===== config.mk =====
export PLATFORM = sky130hd
export DESIGN_NAME = vgm_ctrl
export DESIGN_NICKNAME = d
export VERILOG_FILES = /design/src/rtl/vgm_pkg.sv /design/src/rtl/vgm_ctrl.sv
export SDC_FILE = /design/constraint.sdc
export NUM_CORES = 1
export LEC_CHECK = 0
export BUFFER_PORTS_ARGS = -buffer_cell sky130_fd_sc_hd__buf_2
export CORE_AREA = 5 5 42 44
export DETAILED_ROUTE_END_ITERATION = 12
export DIE_AREA = 0 0 47 49
export PLACE_DENSITY = 0.72
export REMOVE_ABC_BUFFERS = 1
export SYNTH_ARGS = -nofsm -noshare
export SYNTH_HDL_FRONTEND = slang
export SYNTH_SLANG_ARGS = --single-unit
export TNS_END_PERCENT = 50

===== constraint.sdc =====
create_clock -name clk -period 3.4 [get_ports clk]
set_clock_uncertainty 0.15 [all_clocks]
set_input_delay 0.51 -clock clk [delete_from_list [all_inputs] [get_ports clk]]
set_output_delay 0.51 -clock clk [all_outputs]
set_load 0.02 [all_outputs]

===== src/rtl/vgm_pkg.sv =====
// ----------------------------------------------------------------------------
// Voxel grid package
// Shared constants, codes and control types of the voxel occupancy grid.
// ----------------------------------------------------------------------------
package vgm_pkg;

	localparam int MAX_DIM    = 64;
	localparam int DIM_W      = 6;
	localparam int CDIM_W     = 7;
	localparam int ROW_W      = 2 * DIM_W;
	localparam int ROWS       = MAX_DIM * MAX_DIM;
	localparam int MAX_MARGIN = 4;
	localparam int MRG_W      = 3;
	localparam int OFS_W      = 4;
	localparam int COORD_W    = 32;
	localparam int FRAC_BITS  = 16;
	localparam int PROD_W     = 2 * COORD_W;
	localparam int IN_DATA_W  = 120;
	localparam int OUT_DATA_W = 32;
	localparam int PADDR_W    = 5;

	typedef logic [1:0] opcode_t;
	localparam opcode_t OP_INSERT = 2'd0;
	localparam opcode_t OP_QUERY  = 2'd1;
	localparam opcode_t OP_CLEAR  = 2'd2;

	typedef logic [2:0] reg_idx_t;
	localparam reg_idx_t REG_ORIGIN_X = 3'd0;
	localparam reg_idx_t REG_ORIGIN_Y = 3'd1;
	localparam reg_idx_t REG_ORIGIN_Z = 3'd2;
	localparam reg_idx_t REG_INV_SIZE = 3'd3;
	localparam reg_idx_t REG_DIM_X    = 3'd4;
	localparam reg_idx_t REG_DIM_Y    = 3'd5;
	localparam reg_idx_t REG_DIM_Z    = 3'd6;
	localparam reg_idx_t REG_MARGIN   = 3'd7;

	typedef enum logic [3:0] {
		S_CLEAR, S_IDLE, S_MAG, S_MUL, S_CHK,
		S_SH_RD, S_SH_WR, S_Q_RD, S_Q_CAP, S_Q_OUT
	} state_t;

	typedef struct packed {
		logic load;
		logic mag;
		logic mul;
		logic chk;
		logic sh_adv;
		logic sh_wr;
		logic q_rd;
		logic q_cap;
		logic out_ld;
		logic clr_wr;
	} cmd_t;

	typedef struct packed {
		logic ax_ok;
		logic ax_last;
		logic row_ok;
		logic sh_last;
		logic q_last;
		logic clr_last;
		logic out_free;
	} stat_t;

	typedef struct packed {
		logic [COORD_W-1:0] origin_x;
		logic [COORD_W-1:0] origin_y;
		logic [COORD_W-1:0] origin_z;
		logic [COORD_W-1:0] inv_voxel_size;
		logic [CDIM_W-1:0]  dim_x;
		logic [CDIM_W-1:0]  dim_y;
		logic [CDIM_W-1:0]  dim_z;
		logic [MRG_W-1:0]   margin;
	} cfg_t;

	function automatic logic [CDIM_W-1:0] sat_dim(input logic [CDIM_W-1:0] d);
		sat_dim = (d > CDIM_W'(MAX_DIM)) ? CDIM_W'(MAX_DIM) : d;
	endfunction

endpackage


===== src/rtl/vgm_ctrl.sv =====
// ----------------------------------------------------------------------------
// Voxel grid controller
// Sequences clear sweeps, point inserts and face queries.
// ----------------------------------------------------------------------------
module vgm_ctrl (
	input  logic             clk,
	input  logic             arst_n,
	input  logic             in_valid,
	input  vgm_pkg::opcode_t opcode,
	output logic             in_ready,
	input  vgm_pkg::stat_t   st,
	output vgm_pkg::cmd_t    cmd
);

	vgm_pkg::state_t state_q, state_d;

	always_ff @(posedge clk or negedge arst_n) begin
		if (!arst_n) begin
			state_q <= vgm_pkg::S_CLEAR;
		end else begin
			state_q <= state_d;
		end
	end

	always_comb begin
		state_d = state_q;
		case (state_q)
			vgm_pkg::S_CLEAR: if (st.clr_last) state_d = vgm_pkg::S_IDLE;
			vgm_pkg::S_IDLE: begin
				if (in_valid) begin
					case (opcode)
						vgm_pkg::OP_INSERT: state_d = vgm_pkg::S_MAG;
						vgm_pkg::OP_QUERY:  state_d = vgm_pkg::S_Q_RD;
						vgm_pkg::OP_CLEAR:  state_d = vgm_pkg::S_CLEAR;
						default:            state_d = vgm_pkg::S_IDLE;
					endcase
				end
			end
			vgm_pkg::S_MAG: state_d = vgm_pkg::S_MUL;
			vgm_pkg::S_MUL: state_d = vgm_pkg::S_CHK;
			vgm_pkg::S_CHK: begin
				if (!st.ax_ok) state_d = vgm_pkg::S_IDLE;
				else if (st.ax_last) state_d = vgm_pkg::S_SH_RD;
				else state_d = vgm_pkg::S_MAG;
			end
			vgm_pkg::S_SH_RD: begin
				if (st.row_ok) state_d = vgm_pkg::S_SH_WR;
				else if (st.sh_last) state_d = vgm_pkg::S_IDLE;
			end
			vgm_pkg::S_SH_WR: state_d = st.sh_last ? vgm_pkg::S_IDLE : vgm_pkg::S_SH_RD;
			vgm_pkg::S_Q_RD: state_d = vgm_pkg::S_Q_CAP;
			vgm_pkg::S_Q_CAP: state_d = st.q_last ? vgm_pkg::S_Q_OUT : vgm_pkg::S_Q_RD;
			vgm_pkg::S_Q_OUT: if (st.out_free) state_d = vgm_pkg::S_IDLE;
			default: state_d = vgm_pkg::S_IDLE;
		endcase
	end

	always_comb begin
		cmd        = '0;
		in_ready   = 1'b0;
		case (state_q)
			vgm_pkg::S_CLEAR: cmd.clr_wr = 1'b1;
			vgm_pkg::S_IDLE: begin
				in_ready = 1'b1;
				cmd.load = in_valid;
			end
			vgm_pkg::S_MAG:   cmd.mag = 1'b1;
			vgm_pkg::S_MUL:   cmd.mul = 1'b1;
			vgm_pkg::S_CHK:   cmd.chk = 1'b1;
			vgm_pkg::S_SH_RD: cmd.sh_adv = !st.row_ok;
			vgm_pkg::S_SH_WR: begin
				cmd.sh_adv = 1'b1;
				cmd.sh_wr  = 1'b1;
			end
			vgm_pkg::S_Q_RD:  cmd.q_rd = 1'b1;
			vgm_pkg::S_Q_CAP: cmd.q_cap = 1'b1;
			vgm_pkg::S_Q_OUT: cmd.out_ld = st.out_free;
			default: cmd = '0;
		endcase
	end

	a_clear_blocks_input: assert property (@(posedge clk) disable iff (!arst_n)
		state_q == vgm_pkg::S_CLEAR |-> !in_ready)
		else $error("input taken during clear sweep");
	a_out_load_free: assert property (@(posedge clk) disable iff (!arst_n)
		cmd.out_ld |-> st.out_free)
		else $error("result loaded over a pending one");
	a_write_after_read: assert property (@(posedge clk) disable iff (!arst_n)
		cmd.sh_wr |-> $past(state_q == vgm_pkg::S_SH_RD))
		else $error("row written without a read");

endmodule


==> summary.txt <==
Synth
  • Average size of a mapped cell: 7.507 um2
  • Cell variety after synth: 29
  • Post-Syn Area: 450.4 um2
  • Register area share after synthesis: 0.2222
  • Dominant cell type by area after synthesis: dfrtp_1
  • Leading post-synthesis cells by cell area: dfrtp_1 (22%), nand2b_1 (6.9%), nor2_1 (5.8%), nor3_1 (5.6%), buf_2 (4.4%)
  • Yosys top cell area share: 0.2222
  • Synthesized flop and latch total: 4
  • Post-synth EDFFs: 0
  • Yosys warns: 0
  • Synth async-reset ratio: 1.000
  • Top_reg_cell synth: dfrtp_1
  • Post-Synthesis Cells: 60

Clocking
  • H-tree levels: 1
  • CTS Sinks: 4
  • Hold buffer count at CTS: 1
  • Worst-path clk slew: 0.03 ns
  • TritonCTS clock tree: yes
  • Clock Tree Buf Depth: 2
  • Clock Latency Late Sink: 0.23 ns
  • Post-CTS Setup Bufs: 0
  • Root buf cell: clkbuf_4
  • Cts bufs inserted: 3
  • Resized cells post-CTS: 0

Critical path
  • CP arrival: 1.61 ns
  • R2r setup slk: 1.50 ns
  • CP cell instances: nand2b_1 > nor3_1 > buf_2
  • CP max stage delay: 0.66 ns
  • Worst Path Max Fanout: 17
  • Worst path top cell family by delay: flip-flops
  • Reg-to-Reg End: state_q[1]
  • Req. time, crit path: 2.74 ns
  • Reg-to-reg startpoint: state_q[2]
  • WS Path Type: register to output port
  • Crit path depth: 3
  • Slowest stage cell, crit path: dfrtp_1
  • CP Capture Type: output port
  • Crit start category: register
  • R2R depth: 4
  • CP bufs+invs: 1

Floorplan
  • Starting density of the core: 0.3214
  • I/O pins: 23
  • Die Span Y: between 40 and 50 um
  • Full die area: 2303 um2
  • Row cnt: 14
  • Core area: about 1400 um2
  • Die W: 47 um

Worst hold path
  • Hold Startpoint: st[3]
  • Hold Crit Class: input pin to register
  • Hold Path Sink: state_q[2]
  • Hold depth: 2

Timing
  • Final setup TNS: 0 ns
  • Slew Limit Fails: 0
  • Setup Viol. Count Final: 0
  • Worst-Margin Slew: 0.5270 ns
  • RSZ-0062 raised after global routing: no
  • FMAX: roughly 0.44 GHz
  • Worst slew margin: 0.6486
  • Final min period: 2.271 ns
  • Final worst-path cycle share: 0.6679
  • Final hold violations: 0

Placement
  • Dpl hpwl: 987.8 um
  • GP Congestion: between 0.8 and 0.9
  • Placed cell count: 93
  • PortBufs: 22

Drt
  • Iteration-0 DRC Markers: 18
  • Via/cell ratio: about 5.6
  • Antenna-violating nets left: 0
  • Via count: 542
  • Initial DRT Pass Iterations: 4
  • DRC Markers: 0
  • Wire per inst: 13.33 um
  • Drt total wl: 1293 um

Final layout
  • Top flop regs: state_q x4
  • Share of layout cells above drive strength 1: 0.3704
  • Non-Filler Instances: 97
  • Most flop-heavy register: state_q
  • Max FFs per register: 4
  • Nets: 95
  • Fillers: 156
  • Commonest non-fill, non-tap cell in the layout: buf_2
  • P&R area growth vs syn: 29.17%
  • Most frequent cells in the layout: buf_2 (22), nor2_1 (7), nor3_1 (5), nand2b_1 (5)
  • Antenna diode count: 0

GRT
  • Largest net degree at the start of global routing: 18
  • Number of global-route vias before repair: 497
  • Gr ovfl total: 0
  • First-pass GRT wire length: 2166 um
  • Antenna violations before repair: 0
  • Global Route Usage Sum: 0.1221

Outcome
  • Status: finished, final reports clean

Job
  • Max Cap Viol: 0

Power and ir drop
  • PwrDens: 803.5 nW/um2
  • Leak: 0.2886 nW
  • Worst vdd ir: 0.3777 mV
  • Total power: roughly 0.47 mW
## worst max path at each step
stage | slack (ns) | start | end
CTS | 1.10 | state_q[2] | cmd[6]
finish | 1.13 | state_q[2] | cmd[6]
global placement | 1.43 | state_q[2] | cmd[6]
global route | 0.93 | state_q[2] | cmd[6]
detailed placement | 1.36 | state_q[2] | cmd[6]
floorplan | 1.47 | state_q[2] | cmd[6]
## through the flow
step / instance area [um2] / setup WS, ns / utilization / hold WS (ns)
2_1_floorplan: 419.2 / 1.470 / - / 0.06441
3_3_place_gp: 549.3 / 1.429 / 0.3920 / 0.1659
3_5_place_dp: 549.3 / 1.358 / 0.3920 / 0.1680
4_1_cts: 581.8 / 1.103 / 0.4152 / 0.3486
5_1_grt: 581.8 / 0.9297 / 0.4152 / 0.3540
6_report: 581.8 / 1.129 / 0.4152 / 0.3581
## cell usage after synthesis, types with 2 or more instances
cell type and n:
o211a_1 2, nor3_1 5, a21oi_2 2, nor2_1 7, nand2_1 4, a21oi_1 2
buf_2 4, nor2b_1 3, nand2b_1 5, dfrtp_1 4, and3_1 2, o21ai_0 3
## cell families (layout without fill, tap and decap cells)
group	count (synthesis)	in the layout	synth area share
flops	4	4	0.2222
compound gates	18	18	0.3056
simple gates	31	31	0.3861
buf+inv	7	28	0.08610
## power by group
part	internal [mW]	total, mW	switching [mW]
combinational	0.122	0.281	0.159
clock	0.0394	0.0580	0.0186
sequential	0.0640	0.129	0.0646
## cell type report
type,instances,area [um2],share of cell area
clock buffers,3,22.52,0.03871
inverters,2,7.507,0.01290
multi-input cells,49,311.5,0.5355
flip-flops and latches,4,100.1,0.1720
well taps,16,20.02,0.03441
repair buffers,23,120.1,0.2065
## metal layers
layer  share of wire  global-route usage
met4               0                   0
met1            0.48              0.2013
met3           0.070             0.05166
met2            0.45              0.1538
met5               0                   0
No activity file was read; power rests on OpenSTA's default activity.
